## src/rtl/ipv4p_pkg.sv

```systemverilog
// Package for the dotted IPv4 address parser: parse state types, character
// codes, radix limits and the digit decode function. No dependencies.
package ipv4p_pkg;

  typedef enum logic [3:0] {
    PH_START  = 4'b0001,
    PH_ZERO   = 4'b0010,
    PH_HEX0   = 4'b0100,
    PH_DIGITS = 4'b1000
  } phase_t;

  typedef enum logic [1:0] {
    RX_DEC = 2'd0,
    RX_OCT = 2'd1,
    RX_HEX = 2'd2
  } radix_t;

  typedef struct packed {
    phase_t      phase;
    radix_t      radix;
    logic [32:0] part_value;
    logic [2:0]  parts_done;
    logic [23:0] upper_bytes;
    logic        failed;
  } parse_state_t;

  typedef struct packed {
    logic        ok;
    logic [31:0] addr;
  } parse_result_t;

  localparam parse_state_t STATE_RESET = '{
    phase:       PH_START,
    radix:       RX_DEC,
    part_value:  33'd0,
    parts_done:  3'd0,
    upper_bytes: 24'd0,
    failed:      1'b0
  };

  localparam logic [7:0] CH_DOT     = 8'h2e;
  localparam logic [7:0] CH_ZERO    = 8'h30;
  localparam logic [7:0] CH_X_LOWER = 8'h78;

  localparam logic [4:0] NO_DIGIT = 5'd16;

  // Largest running value that may still take another digit, per radix
  localparam logic [32:0] LIM_DEC = 33'h0_1999_9999;
  localparam logic [32:0] LIM_OCT = 33'h0_1fff_ffff;
  localparam logic [32:0] LIM_HEX = 33'h0_0fff_ffff;

  localparam logic [32:0] BYTE_MAX = 33'h0_0000_00ff;

  // Digit value of a character, NO_DIGIT when it is none of 0-9, a-f, A-F
  function automatic logic [4:0] digit_of(input logic [7:0] c);
    logic [4:0] d;
    d = NO_DIGIT;
    if (c >= 8'h30 && c <= 8'h39) begin
      d = 5'(c - 8'h30);
    end else if (c >= 8'h61 && c <= 8'h66) begin
      d = 5'(c - 8'h57);
    end else if (c >= 8'h41 && c <= 8'h46) begin
      d = 5'(c - 8'h37);
    end
    return d;
  endfunction

endpackage

```

## src/rtl/ipv4p_if.sv

```systemverilog
// Valid/ready channel interfaces for the dotted IPv4 address parser:
// the character stream in and the parse result out. No dependencies.
interface ipv4p_text_if;
  logic       valid;
  logic       ready;
  logic [7:0] ch;
  logic       end_mark;

  modport source (output valid, output ch, output end_mark, input ready);
  modport sink   (input valid, input ch, input end_mark, output ready);
endinterface

interface ipv4p_result_if;
  logic        valid;
  logic        ready;
  logic        valid_res;
  logic [31:0] address;

  modport source (output valid, output valid_res, output address, input ready);
  modport sink   (input valid, input valid_res, input address, output ready);
endinterface

```

## src/rtl/ipv4p_step.sv

```systemverilog
// Next-state and end-of-text result logic for one character of the parser.
// Depends on ipv4p_pkg.
module ipv4p_step (
  input  ipv4p_pkg::parse_state_t  state,
  input  logic [7:0]               ch,
  output ipv4p_pkg::parse_state_t  state_next,
  output ipv4p_pkg::parse_result_t result
);
  import ipv4p_pkg::*;

  radix_t      radix_eff;
  logic [32:0] value_eff;
  logic [32:0] limit;
  logic [4:0]  base;
  logic [4:0]  digit;
  logic [36:0] scaled;
  logic [32:0] take_value;
  logic        take_ok;
  logic        close_ok;
  logic        is_dot;
  logic [32:0] end_limit;

  // A new part starts from zero in decimal
  always_comb begin
    if (state.phase == PH_START) begin
      radix_eff = RX_DEC;
      value_eff = '0;
    end else begin
      radix_eff = state.radix;
      value_eff = state.part_value;
    end
  end

  always_comb begin
    case (radix_eff)
      RX_OCT: begin
        base   = 5'd8;
        limit  = LIM_OCT;
        scaled = {value_eff, 3'b000} + 37'd0;
      end
      RX_HEX: begin
        base   = 5'd16;
        limit  = LIM_HEX;
        scaled = {value_eff, 4'b0000};
      end
      default: begin
        base   = 5'd10;
        limit  = LIM_DEC;
        scaled = {1'b0, value_eff, 3'b000} + {3'b000, value_eff, 1'b0};
      end
    endcase
  end

  assign digit      = digit_of(ch);
  assign take_ok    = (value_eff <= limit) && (digit < base);
  assign take_value = 33'(scaled + {32'd0, digit});
  assign close_ok   = state.part_value <= BYTE_MAX;
  assign is_dot     = ch == CH_DOT;

  always_comb begin
    state_next = state;
    if (!state.failed) begin
      unique case (state.phase) inside
        PH_START: begin
          if (state.parts_done >= 3'd4 || is_dot) begin
            state_next.failed = 1'b1;
          end else if (ch == CH_ZERO) begin
            state_next.part_value = '0;
            state_next.radix      = RX_OCT;
            state_next.phase      = PH_ZERO;
          end else if (take_ok) begin
            state_next.radix      = RX_DEC;
            state_next.part_value = take_value;
            state_next.phase      = PH_DIGITS;
          end else begin
            state_next.failed = 1'b1;
          end
        end
        PH_ZERO, PH_DIGITS: begin
          if (state.phase == PH_ZERO && ch == CH_X_LOWER) begin
            state_next.radix = RX_HEX;
            state_next.phase = PH_HEX0;
          end else if (is_dot) begin
            if (close_ok) begin
              state_next.upper_bytes = {state.upper_bytes[15:0], state.part_value[7:0]};
              state_next.parts_done  = state.parts_done + 3'd1;
              state_next.part_value  = '0;
              state_next.radix       = RX_DEC;
              state_next.phase       = PH_START;
            end else begin
              state_next.failed = 1'b1;
            end
          end else if (take_ok) begin
            state_next.part_value = take_value;
            state_next.phase      = PH_DIGITS;
          end else begin
            state_next.failed = 1'b1;
          end
        end
        PH_HEX0: begin
          // "0x" directly followed by a dot is an empty hex part
          if (!is_dot && take_ok) begin
            state_next.part_value = take_value;
            state_next.phase      = PH_DIGITS;
          end else begin
            state_next.failed = 1'b1;
          end
        end
        default: begin
          state_next.failed = 1'b1;
        end
      endcase
    end
  end

  // Last part fills the bytes the closed parts left over
  always_comb begin
    result.addr = '0;
    end_limit   = '0;
    case (state.parts_done)
      3'd0: begin
        end_limit   = 33'h0_ffff_ffff;
        result.addr = state.part_value[31:0];
      end
      3'd1: begin
        end_limit   = 33'h0_00ff_ffff;
        result.addr = {state.upper_bytes[7:0], state.part_value[23:0]};
      end
      3'd2: begin
        end_limit   = 33'h0_0000_ffff;
        result.addr = {state.upper_bytes[15:0], state.part_value[15:0]};
      end
      3'd3: begin
        end_limit   = 33'h0_0000_00ff;
        result.addr = {state.upper_bytes[23:0], state.part_value[7:0]};
      end
      default: begin
        end_limit   = '0;
        result.addr = '0;
      end
    endcase
    result.ok = !state.failed && state.phase != PH_START && state.parts_done <= 3'd3
                && state.part_value <= end_limit;
    if (!result.ok) begin
      result.addr = '0;
    end
  end

endmodule

```

## src/rtl/ipv4_dotted_address_parser_top.sv

```systemverilog
// Top level of the dotted IPv4 address parser (C-style dotted-quad rules).
// Depends on ipv4p_pkg, ipv4p_if and ipv4p_step.
//
// Feed the address text one character per transaction on text, then a
// transaction with end_mark set; that closes the text and yields one result
// transaction on result (valid_res and the 32-bit host-order address, zero
// when invalid) in the cycle after it is accepted, and the parser returns to
// its reset state. Any transaction can be accepted every cycle: the parse
// state is updated once per accepted character and the result sits in an
// output register, so text.ready drops only while a result is held and the
// result sink stalls. Characters produce no result.
module ipv4_dotted_address_parser_top (
  input logic            clk,
  input logic            rst,
  ipv4p_text_if.sink     text,
  ipv4p_result_if.source result
);
  import ipv4p_pkg::*;

  parse_state_t  state;
  parse_state_t  state_next;
  parse_result_t end_result;
  logic          out_valid;
  logic          out_valid_res;
  logic [31:0]   out_address;
  logic          accept;

  ipv4p_step u_step (
    .state      (state),
    .ch         (text.ch),
    .state_next (state_next),
    .result     (end_result)
  );

  assign text.ready       = !out_valid || result.ready;
  assign accept           = text.valid && text.ready;
  assign result.valid     = out_valid;
  assign result.valid_res = out_valid_res;
  assign result.address   = out_address;

  always_ff @(posedge clk) begin
    if (rst) begin
      state <= STATE_RESET;
    end else if (accept) begin
      state <= text.end_mark ? STATE_RESET : state_next;
    end
  end

  always_ff @(posedge clk) begin
    if (rst) begin
      out_valid <= 1'b0;
    end else if (accept && text.end_mark) begin
      out_valid <= 1'b1;
    end else if (result.ready) begin
      out_valid <= 1'b0;
    end
  end

  // Load the result register only on an end mark
  always_ff @(posedge clk) begin
    if (accept && text.end_mark) begin
      out_valid_res <= end_result.ok;
      out_address   <= end_result.addr;
    end
  end

endmodule

```

## src/flat_wrapper.sv

```systemverilog
// flat-port wrapper written by rule: the top's interface ports become plain ports
module ipv4_dotted_address_parser_top_flat import ipv4p_pkg::*;
  (clk, rst, text_valid, text_ch, text_end_mark, text_ready, result_valid, result_valid_res, result_address, result_ready);
  ipv4p_text_if text_i ();
  ipv4p_result_if result_i ();
  input logic clk;
  input logic rst;
  input wire logic [$bits(text_i.valid)-1:0] text_valid;
  input wire logic [$bits(text_i.ch)-1:0] text_ch;
  input wire logic [$bits(text_i.end_mark)-1:0] text_end_mark;
  output wire logic [$bits(text_i.ready)-1:0] text_ready;
  output wire logic [$bits(result_i.valid)-1:0] result_valid;
  output wire logic [$bits(result_i.valid_res)-1:0] result_valid_res;
  output wire logic [$bits(result_i.address)-1:0] result_address;
  input wire logic [$bits(result_i.ready)-1:0] result_ready;
  assign text_i.valid = text_valid;
  assign text_i.ch = text_ch;
  assign text_i.end_mark = text_end_mark;
  assign text_ready = text_i.ready;
  assign result_valid = result_i.valid;
  assign result_valid_res = result_i.valid_res;
  assign result_address = result_i.address;
  assign result_i.ready = result_ready;
  ipv4_dotted_address_parser_top u_core (.clk(clk), .rst(rst), .text(text_i), .result(result_i));
endmodule
```

## config.mk

```make
export PLATFORM = sky130hd
export DESIGN_NAME = ipv4_dotted_address_parser_top_flat
export DESIGN_NICKNAME = d
export VERILOG_FILES = /design/src/rtl/ipv4p_pkg.sv /design/src/rtl/ipv4p_if.sv /design/src/rtl/ipv4p_step.sv /design/src/rtl/ipv4_dotted_address_parser_top.sv /design/src/flat_wrapper.sv
export SDC_FILE = /design/constraint.sdc
export NUM_CORES = 1
export LEC_CHECK = 0
export BUFFER_PORTS_ARGS = -buffer_cell sky130_fd_sc_hd__buf_2
export CAP_MARGIN = 25
export CORE_UTILIZATION = 25
export DETAILED_ROUTE_END_ITERATION = 8
export GPL_ROUTABILITY_DRIVEN = 0
export PLACE_DENSITY = 0.49
export RECOVER_POWER = 50
export SLEW_MARGIN = 25
export SYNTH_ARGS = -nofsm -noshare
export SYNTH_HDL_FRONTEND = slang
export SYNTH_SLANG_ARGS = --single-unit
export TNS_END_PERCENT = 5
```

## constraint.sdc

```tcl
create_clock -name clk -period 8.97 [get_ports clk]
set_clock_uncertainty 0.05 [all_clocks]
set_input_delay 0 -clock clk [delete_from_list [all_inputs] [get_ports clk]]
set_output_delay 0 -clock clk [all_outputs]
set_load 0.005 [all_outputs]
```

==> run metrics, run 1 <==
status finished with violations; violated checks max-capacitance violations, max-slew violations; number of global-route vias before repair 9360; Diodes inserted 0; final setup TNS 0 ns; CTS buffer count 9; root buffer cell clkbuf_16; GRT Util Overall 16.4%; largest net degree at the start of global routing 61; Synth Register Bits 101; Syn Nets 1382; clk buf depth 2; Final Hold Vio Count 0; boundary pin count 48; Placed Instances 1785; Finished Layout Cells 1803; Antenna Nets Post-Route 0; met3 Use GR 1.39%; worst path required time 9.20 ns; CP most frequent cell buf_4; GRT met1 Usage 23.1%; GRT overflow 0; VDD IR max 82.4 uV; Mapped Area 10100 um2; via/cell ratio 5.59; final net count 1356; RSZ-0062 raised after global routing no; Startpoint Class flip-flop; initial core utilization 25.4%; 1st-pass router iterations 6; layout cells sized above 1 9.86%; Initial DRC Count 888; # clock sinks 101; Synth cell types 99; CTS clk-pin slew, worst paths 0.07 ns; minimum clock period 6.13 ns; Max Slew Vio Count 35; CTS tree done; crit path cell chain or4b_2, buf_4, and2_1, ha_2, buf_4, ha_1, a31o_2, a32oi_1, nor3b_1, or3_1, a31oi_1, o21ai_1, o22a_1, a21oi_2, o21ai_2, buf_4, or4_1, a21oi_1; crit share post-route 68.4%; Area growth syn-to-layout 8.95%; data arrival time of the critical path 6.36 ns; CP Max Fanout 54; Worst Tran Pin Value 1.84 ns; latest clock arrival within the worst-skew pair 0.35 ns; H-tree depth 3; ys flop type dfxtp_1; leakage power 3.86 nW; Rows 73; worst setup margin 2.84 ns; Setup WS pre-CTS 2.85 ns; min-delay worst type in2reg; die area 41300 um2; worst setup path startpoint u_core.state[64]; register area share after synthesis 23.2%; hold_sp text_end_mark; relative slew slack -22.7%; FF-to-FF Start u_core.state[64]; Post-synth EDFFs 33; met2 usage 26.8%; die width 203 um; Area after DPL 10800 um2; CP peak stage delay 0.77 ns; final-report setup violation count 0; Die Y 203 um; max_cap viols 1; Critical Path Slowest Stage Cell ha_2; final cell area excluding filler cells 11000 um2; pwr/cell area 90.7 nW/um2; core area 39800 um2; Post-Route WL 34300 um; DPL Wire Length 24700 um; kind of end point of the critical path flip-flop; Yosys Warn Count 0; total power 1.00 mW; f_max 0.163 GHz; critical setup path kind reg2reg; drt wl/cell 19.0 um; total number of vias 10086; port buffer count 47; ys async rst share 0%; antenna violations before repair 0; Mapped Cells 1299; final routed DRC violation total 0; Avg Cell Area, Syn 7.80 um2; busiest grt layer met2; first-pass GRT wire length 54100 um
[synth_stat cells (13+ instances only)]
library cell / count / area share [%]
nand2b_1: 19 / 1.2
xor2_1: 24 / 2.1
edfxtp_1: 33 / 9.8
xnor2_1: 34 / 2.9
o21a_1: 13 / 0.96
o21ai_0: 58 / 2.9
nor2_1: 95 / 3.5
inv_1: 29 / 1.1
nor4_1: 13 / 0.80
a21oi_1: 102 / 5.0
a22oi_1: 45 / 3.3
nor3_1: 43 / 2.1
dfxtp_1: 68 / 13
a21o_1: 20 / 1.5
and2_1: 31 / 1.9
buf_2: 27 / 1.3
nand4_1: 15 / 0.93
nand2_1: 98 / 3.6
a211oi_1: 15 / 1.1
or3_1: 20 / 1.2
clkbuf_1: 73 / 2.7
ha_1: 69 / 8.5
a22o_1: 20 / 1.7
nand3_1: 63 / 3.1
[report_power, final]
group          switching (mW)  internal (mW)  total (mW)
registers             0.00649          0.479       0.486
logic                   0.106         0.0368       0.143
clock network           0.184          0.189       0.373
total                   0.297          0.705        1.00
[layout by cell type, fill, tap and decap left out, drive strengths merged, types with 12 or more instances in the layout]
master  instances
or3            21
nand2          99
and2           31
nor2           96
o21ai          69
ha             69
nand3          64
nor3           46
a211oi         18
a22o           21
a22oi          45
nor2b          12
edfxtp         33
nand3b         12
buf            58
nand2b         19
dfxtp          68
clkbuf         28
a21o           20
inv            31
xnor2          34
nand4          16
xor2           24
a21oi         103
mux2i          12
nor4           14
o21a           13
[routing by layer]
metal  share of wire (%)  vias up  wire (um)
met5                   0        -          0
met4                 1.5        0        531
met3                 5.7       37       1960
met2                  46      351      15700
met1                  47     4859      16100
li1                    -     4839          -
[layout make-up]
cell class / instances / area, um2
clock buffer: 9 / 225
clock inverter: 7 / 51.3
fill: 4352 / 28800
inverter: 30 / 113
multi-input combinational: 1052 / 7180
sequential: 101 / 2350
tap: 525 / 657
timing repair buffer: 79 / 454
[registers in the layout, summed over array words and instances, names as in the netlist]
signal,count
u_core.state,67
u_core.result.valid_res,1
u_core.result.address,32
u_core.result.valid,1
[logic make-up (layout without fill, tap and decap cells)]
kind of cell	Yosys count	count (layout)	share of synthesized area, %
AOI/OAI and AO/OA	405	405	28.1
xor gates and xnor gates	58	58	5.01
adders and majority gates	75	75	9.21
buffers and inverters	146	125	6.19
DFF	101	101	23.2
muxes	14	14	1.41
and+or+nand+nor	500	500	26.9
[timing repair]
action                                 4_1_cts  5_1_grt
endpoints found under the hold margin        1        0
hold buffers                                 2        0
setup buffers                                0        0
gates resized for setup                      0        0
[worst max-delay path: cells and delay by family (launching register included)]
kind | cells | cell delay [ns]
flip-flops | 1 | 0.39
buffers and inverters | 3 | 1.07
AND/OR/NAND/NOR | 5 | 1.90
AO/OA/AOI/OAI | 8 | 1.50
adder cells (fa/ha/maj) | 2 | 1.09
[through the flow]
stage	utilization (%)	hold slack [ns]
global route	27.7	0.119
floorplan	-	0.0860
finish	27.7	0.102
detailed placement	27.0	0.297
CTS	27.8	0.0944
global placement	27.0	0.292
[final timing paths]
check	depth (start not counted)	slack [ns]	endpoint
setup / recovery	18	2.84	u_core.state[32]
hold / removal	3	0.10	u_core.state[30]
setup reg to reg	18	2.84	u_core.state[32]
hold reg to reg	2	0.40	u_core.state[21]
No activity file was read; power rests on OpenSTA's default activity.
==> run 2: changes to the inputs <==
PLACE_DENSITY = 0.51   (was 0.49)
clock period = 5.2 ns   (was 8.97 ns; I/O delays follow)
==> run 2 against run 1 <==
- the flow still finishes with violations (max-capacitance violations, max-slew violations)
- routed wire length fell by 1.5%
- critical path depth fell by 2
- count of clock-buffer cells in the layout unchanged
- final cell count grew 0.83%
- sequential power grew 73%
- utilization increased by 0.42 points
- sequential cell count unchanged
- total power grew 81%
- clock power rose by 92%
- largest power group unchanged
==> run metrics, run 2 (synthesis gave the netlist of run 1 again) <==
final setup TNS 0 ns (unchanged); register area 2350 um2 (unchanged); area of the multi-input gates 7220 um2 (was 7180 um2); worst path required time 5.45 ns (was 9.20 ns); Worst Tran Pin Value 1.78 ns (was 1.84 ns); 1st-pass router iterations 6 (unchanged); Rows 73 (unchanged); Finished Layout Cells 1818 (was 1803); die width 203 um (unchanged); Max Slew Vio Count 35 (unchanged); crit share post-route 91.9% (was 68.4%); WHS 0.118 ns (was 0.102 ns); final routed DRC violation total 0 (unchanged); die area 41300 um2 (unchanged); CTS clk-pin slew, worst paths 0.08 ns (was 0.07 ns); Startpoint Class flip-flop (unchanged); clk buf depth 2 (unchanged); Post-Route WL 33800 um (was 34300 um); CTS buffer count 9 (unchanged); worst setup margin 0.423 ns (was 2.84 ns); total number of vias 10075 (was 10086); violated checks max-capacitance violations, max-slew violations (unchanged); kind of end point of the critical path flip-flop (unchanged); Diodes inserted 0 (unchanged); critical setup path kind reg2reg (unchanged); VDD IR max 149 uV (was 82.4 uV); layout cells sized above 1 10.5% (was 9.86%); GRT overflow 0 (unchanged); Final Hold Vio Count 0 (unchanged); # clock sinks 101 (unchanged); latest clock arrival within the worst-skew pair 0.37 ns (was 0.35 ns); CTS tree done (unchanged); port buffer count 47 (unchanged); first-pass GRT wire length 54200 um (was 54100 um); Placed Instances 1800 (was 1785); f_max 0.209 GHz (was 0.163 GHz); relative slew slack -18.6% (was -22.7%); number of global-route vias before repair 9436 (was 9360); max reg flops 67 (unchanged); antenna violations before repair 0 (unchanged); via/cell ratio 5.54 (was 5.59); CP Max Fanout 41 (was 54); total power 1.81 mW (was 1.00 mW); Initial DRC Count 803 (was 888); core area 39800 um2 (unchanged); data arrival time of the critical path 5.03 ns (was 6.36 ns); max_cap viols 1 (unchanged); DPL Wire Length 24700 um (about the same); RSZ-0062 raised after global routing no (unchanged); boundary pin count 48 (unchanged); Setup WS pre-CTS 0.511 ns (was 2.85 ns); min-delay worst type in2reg (unchanged); pwr/cell area 162 nW/um2 (was 90.7 nW/um2); Area growth syn-to-layout 10.6% (was 8.95%); initial core utilization 25.4% (unchanged); Largest Register u_core.state (unchanged); root buffer cell clkbuf_16 (unchanged); final net count 1371 (was 1356); # fillers 4338 (was 4352); commonest non-fill, non-tap cells in the layout 102 x a21oi_1, 98 x nand2_1, 94 x nor2_1 (was 102 x a21oi_1, 98 x nand2_1, 95 x nor2_1); Antenna Nets Post-Route 0 (unchanged); Die Y 203 um (unchanged); status finished with violations (unchanged); final-report setup violation count 0 (unchanged); most common cell after layout, fill and taps aside a21oi_1 (unchanged); drt wl/cell 18.6 um (was 19.0 um); H-tree depth 3 (unchanged); largest net degree at the start of global routing 61 (unchanged); minimum clock period 4.78 ns (was 6.13 ns); GRT Util Overall 16.3% (was 16.4%); leakage power 3.96 nW (was 3.86 nW)
==> run 2: cell types whose count changed in the layout (fill, tap and decap cells not counted), sizes merged <==
cell / before / now
clkinv: 1 / 3
buf: 58 / 67
inv: 31 / 34
clkbuf: 28 / 34
clkinvlp: 5 / 0
==> run 2: report_power, final <==
group	switching (mW)	total (mW)	internal, mW
Clock	0.369	0.717	0.348
Sequential	0.0124	0.839	0.826
Combinational	0.188	0.256	0.0689
Total	0.569	1.81	1.24
==> run 2: final timing paths <==
path | from | endpoint | cells after the start | slack (ns)
worst max-delay path | u_core.state[63] | u_core.state[51] | 16 | 0.42
worst min-delay path | text_ch[5] | u_core.state[62] | 5 | 0.12
worst max register to register | u_core.state[63] | u_core.state[51] | 16 | 0.42
worst min register to register | u_core.state[21] | u_core.state[21] | 2 | 0.41
==> run 2: critical path, stage by stage (launching register included) <==
cell and delay, ns:
dfxtp_1 0.45, or4b_1 0.53, and2_1 0.24, ha_4 0.39
ha_1 0.27, a21oi_1 0.14, o21ai_0 0.10, a221o_1 0.33
a221o_1 0.34, a31oi_1 0.18, o21ai_1 0.15, o22a_1 0.24
a21oi_2 0.21, o21ai_2 0.08, buf_4 0.29, or4b_1 0.54
a21oi_1 0.14
==> run 2: timing repair <==
action	CTS	global route
setup buffers	0	0
hold endpoints to repair	1	0
resized for setup	0	0
hold buffers	2	0
==> run 2: layout make-up <==
cell class | instances | area share (%)
clock inverters | 7 | 0.771
repair buffers | 94 | 4.95
inverters | 30 | 1.01
clock buffers | 9 | 2.01
flip-flops and latches | 101 | 21.0
multi-input cells | 1052 | 64.4
well taps | 525 | 5.86
==> run 2: stage by stage <==
| stage | cell area (um2) | util (%) |
|---|---|---|
| 2_1_floorplan | 10200 | - |
| 4_1_cts | 11200 | 28.2 |
| 6_report | 11200 | 28.1 |
| 3_5_place_dp | 10900 | 27.4 |
| 5_1_grt | 11200 | 28.1 |
| 3_3_place_gp | 10900 | 27.4 |
==> run 2: metal layers <==
layer | part of all wire (%) | wire [um] | track usage (%)
met3 | 3.8 | 1290 | 0.799
met4 | 1.9 | 633 | 4.62
met1 | 48 | 16200 | 22.8
met2 | 46 | 15700 | 26.9
met5 | 0 | 0 | 0
==> run 3: changes to the inputs <==
ABC_AREA = 1   (was default)
==> run 3 against run 2 <==
- the flow still finishes with violations (max-capacitance violations, max-slew violations)
- register-to-register slack gained 0.13 ns
- design area is essentially flat
- critical path type unchanged
- critical path depth grew 1
- worst hold slack lost 0.061 ns
- worst setup slack gained 0.13 ns
- sequential power grew 15%
- highest routed layer unchanged
- synthesized cell count grew 27%
- sequential cell count is the same
==> run metrics, run 3 <==
status finished with violations (unchanged); violated checks max-capacitance violations, max-slew violations (unchanged); VDD IR max 259 uV (was 149 uV); largest net degree at the start of global routing 66 (was 61); critical setup path kind reg2reg (unchanged); die area 41900 um2 (was 41300 um2); 1st-pass router iterations 5 (was 6); CTS tree done (unchanged); first-pass GRT wire length 55500 um (was 54200 um); Antenna Nets Post-Route 0 (unchanged); data arrival time of the critical path 4.76 ns (was 5.03 ns); most frequent cell after synthesis nand2_1 (was a21oi_1); Startpoint Class flip-flop (unchanged); Final Hold Vio Count 0 (unchanged); Syn Nets 1728 (was 1382); CTS clk-pin slew, worst paths 0.08 ns (about the same); pwr/cell area 320 nW/um2 (was 162 nW/um2); largest family of logic cells by synthesized area simple AND/OR/NAND/NOR gates (was compound AO/OA/AOI/OAI gates); root buffer cell clkbuf_16 (unchanged); initial core utilization 25.6% (was 25.4%); RSZ-0062 raised after global routing no (unchanged); Area after DPL 10900 um2 (about the same); final setup TNS 0 ns (unchanged); Mapped Cells 1645 (was 1299); f_max 0.215 GHz (was 0.209 GHz); Post-Route WL 34300 um (was 33800 um); H-tree depth 3 (unchanged); min-delay worst type in2reg (unchanged); max_cap viols 1 (unchanged); max reg flops 67 (unchanged); boundary pin count 48 (unchanged); Largest Register u_core.state (unchanged); final net count 1740 (was 1371); Synth Area in Simple Gates 41.0% (was 26.9%); Initial DRC Count 822 (was 803); Adder-Cell Fraction of Synth Area 8.60% (was 9.21%); crit share post-route 89.4% (was 91.9%); mux cell area share after synthesis 0% (was 1.41%); Yosys Warn Count 0 (unchanged); GRT overflow 0 (unchanged); ys async rst share 0% (unchanged); crit path cell chain inv_1, ha_1, o21ai_1, ha_1, nand2_1, inv_1, o21bai_1, a21oi_1, a2111oi_0, o21ai_0, nand2_1, o211ai_1, nand2_1, nand3_1, a21oi_1, inv_1, nor3_1 (was or4b_1, and2_1, ha_4, ha_1, a21oi_1, o21ai_0, a221o_1, a221o_1, a31oi_1, o21ai_1, o22a_1, a21oi_2, o21ai_2, buf_4, or4b_1, a21oi_1); final cell area excluding filler cells 11200 um2 (about the same); Synth Register Bits 101 (unchanged); core area 40100 um2 (was 39800 um2); layout cells sized above 1 11.2% (was 10.5%); GRT Util Overall 16.5% (was 16.3%); Die Y 205 um (was 203 um); Post-CTS Resized 0 (unchanged); post-synth top area cell nand2_1 (was dfxtp_1); register area share after synthesis 22.9% (was 23.2%); minimum clock period 4.65 ns (was 4.78 ns); commonest non-fill, non-tap cells in the layout 430 x nand2_1, 188 x inv_1, 173 x nand3_1 (was 102 x a21oi_1, 98 x nand2_1, 94 x nor2_1); latest clock arrival within the worst-skew pair 0.35 ns (was 0.37 ns); total power 3.59 mW (was 1.81 mW); final routed DRC violation total 0 (unchanged); Synth Area in XOR/XNOR 0.768% (was 5.01%); Area growth syn-to-layout 9.19% (was 10.6%); Max Slew Vio Count 39 (was 35); kind of end point of the critical path flip-flop (unchanged); leading post-synthesis cells by cell area nand2_1 16%, dfxtp_1 13%, edfxtp_1 9.7% (was dfxtp_1 13%, edfxtp_1 9.8%, ha_1 8.5%); Post-synth EDFFs 33 (unchanged); DPL Wire Length 27600 um (was 24700 um); Placed Instances 2168 (was 1800); # clock sinks 101 (unchanged); most common cell after layout, fill and taps aside nand2_1 (was a21oi_1); CTS buffer count 9 (unchanged); post-CTS setup buffer count 0 (unchanged); relative slew slack -16.5% (was -18.6%); CP peak stage delay 0.57 ns (was 0.54 ns); Critical Path Slowest Stage Cell o21ai_1 (was or4b_1); total number of vias 10955 (was 10075); Diodes inserted 0 (unchanged); Setup WS pre-CTS 0.341 ns (was 0.511 ns); CP Max Fanout 29 (was 41); port buffer count 47 (unchanged); Worst Tran Pin Value 1.75 ns (was 1.78 ns); Finished Layout Cells 2187 (was 1818); leakage power 4.85 nW (was 3.96 nW); clk buf depth 2 (unchanged); worst setup margin 0.551 ns (was 0.423 ns); Synth Area in Compound Gates 15.0% (was 28.1%); antenna violations before repair 0 (unchanged); FF-to-FF setup slack 0.55 ns (was 0.42 ns); die width 205 um (was 203 um); Mapped Area 10300 um2 (was 10100 um2); final-report setup violation count 0 (unchanged); drt wl/cell 15.7 um (was 18.6 um); worst path required time 5.31 ns (was 5.45 ns); via/cell ratio 5.01 (was 5.54); Synth top area share 15.7% (was 13.4%); Synth cell types 54 (was 99); Synth top cells by count 430 x nand2_1, 188 x inv_1, 173 x nand3_1, 133 x nor2_1, 110 x a21oi_1 (was 102 x a21oi_1, 98 x nand2_1, 95 x nor2_1, 73 x clkbuf_1, 69 x ha_1); number of global-route vias before repair 10474 (was 9436); ys flop type dfxtp_1 (unchanged); Avg Cell Area, Syn 6.24 um2 (was 7.80 um2); Rows 73 (unchanged)
==> run 3: area by class of cell <==
cell class                 count  area (um2)
timing repair buffer          64         332
clock buffer                  10         229
clock inverter                 6        55.1
inverter                     232         871
sequential                   101        2350
multi-input combinational   1249        6720
fill                        4510       28900
tap                          525         657
==> run 3: logic make-up after synthesis <==
group           count (synthesis)
simple gates                  917
buf+inv                       295
compound gates                253
flops                         101
fa+ha+maj                      70
xor+xnor                        9
==> run 3: where the power goes <==
part | total [mW] | internal (mW) | switching (mW) | leakage, nW
combinational | 1.97 | 0.512 | 1.45 | 3.84
clock | 0.653 | 0.335 | 0.318 | 0.140
sequential | 0.968 | 0.878 | 0.0902 | 0.870
==> run 3: worst max-delay path: cells and delay by family, from the launching register on <==
kind	cells	cell delay, ns
adder cells (fa/ha/maj)	2	0.66
AND/OR/NAND/NOR	5	0.71
flip-flops	1	0.43
AO/OA/AOI/OAI	7	1.89
buffers and inverters	3	0.71
==> run 3: worst paths after layout <==
| path | depth (start not counted) | from | endpoint |
|---|---|---|---|
| worst min-delay path | 4 | text_ch[0] | u_core.state[28] |
| worst max register to register | 17 | u_core.state[25] | u_core.result.address[24] |
| worst max-delay path | 17 | u_core.state[25] | u_core.result.address[24] |
| worst min register to register | 2 | u_core.state[22] | u_core.state[22] |
==> run 3: routing by layer <==
layer  global-route usage, %  share of wire (%)  vias to the layer above
li1                        -                  -                     5515
met1                    23.5                 49                     5129
met2                    27.2                 45                      277
met3                    1.16                4.3                       34
met4                    3.30                1.5                        0
met5                       0                  0                        -
==> run 3: through the flow <==
stage                     util [%]  hold WS, ns
after global routing          28.0       0.0889
after detailed placement      27.3        0.287
final                         28.0       0.0569
after global placement        27.3        0.278
after floorplan                  -       0.0578
after CTS                     28.1       0.0527
==> run 3: what timing repair did <==
action,4_1_cts,5_1_grt
hold buffers,2,0
endpoints found under the hold margin,2,0
endpoints found under the setup margin,0,0
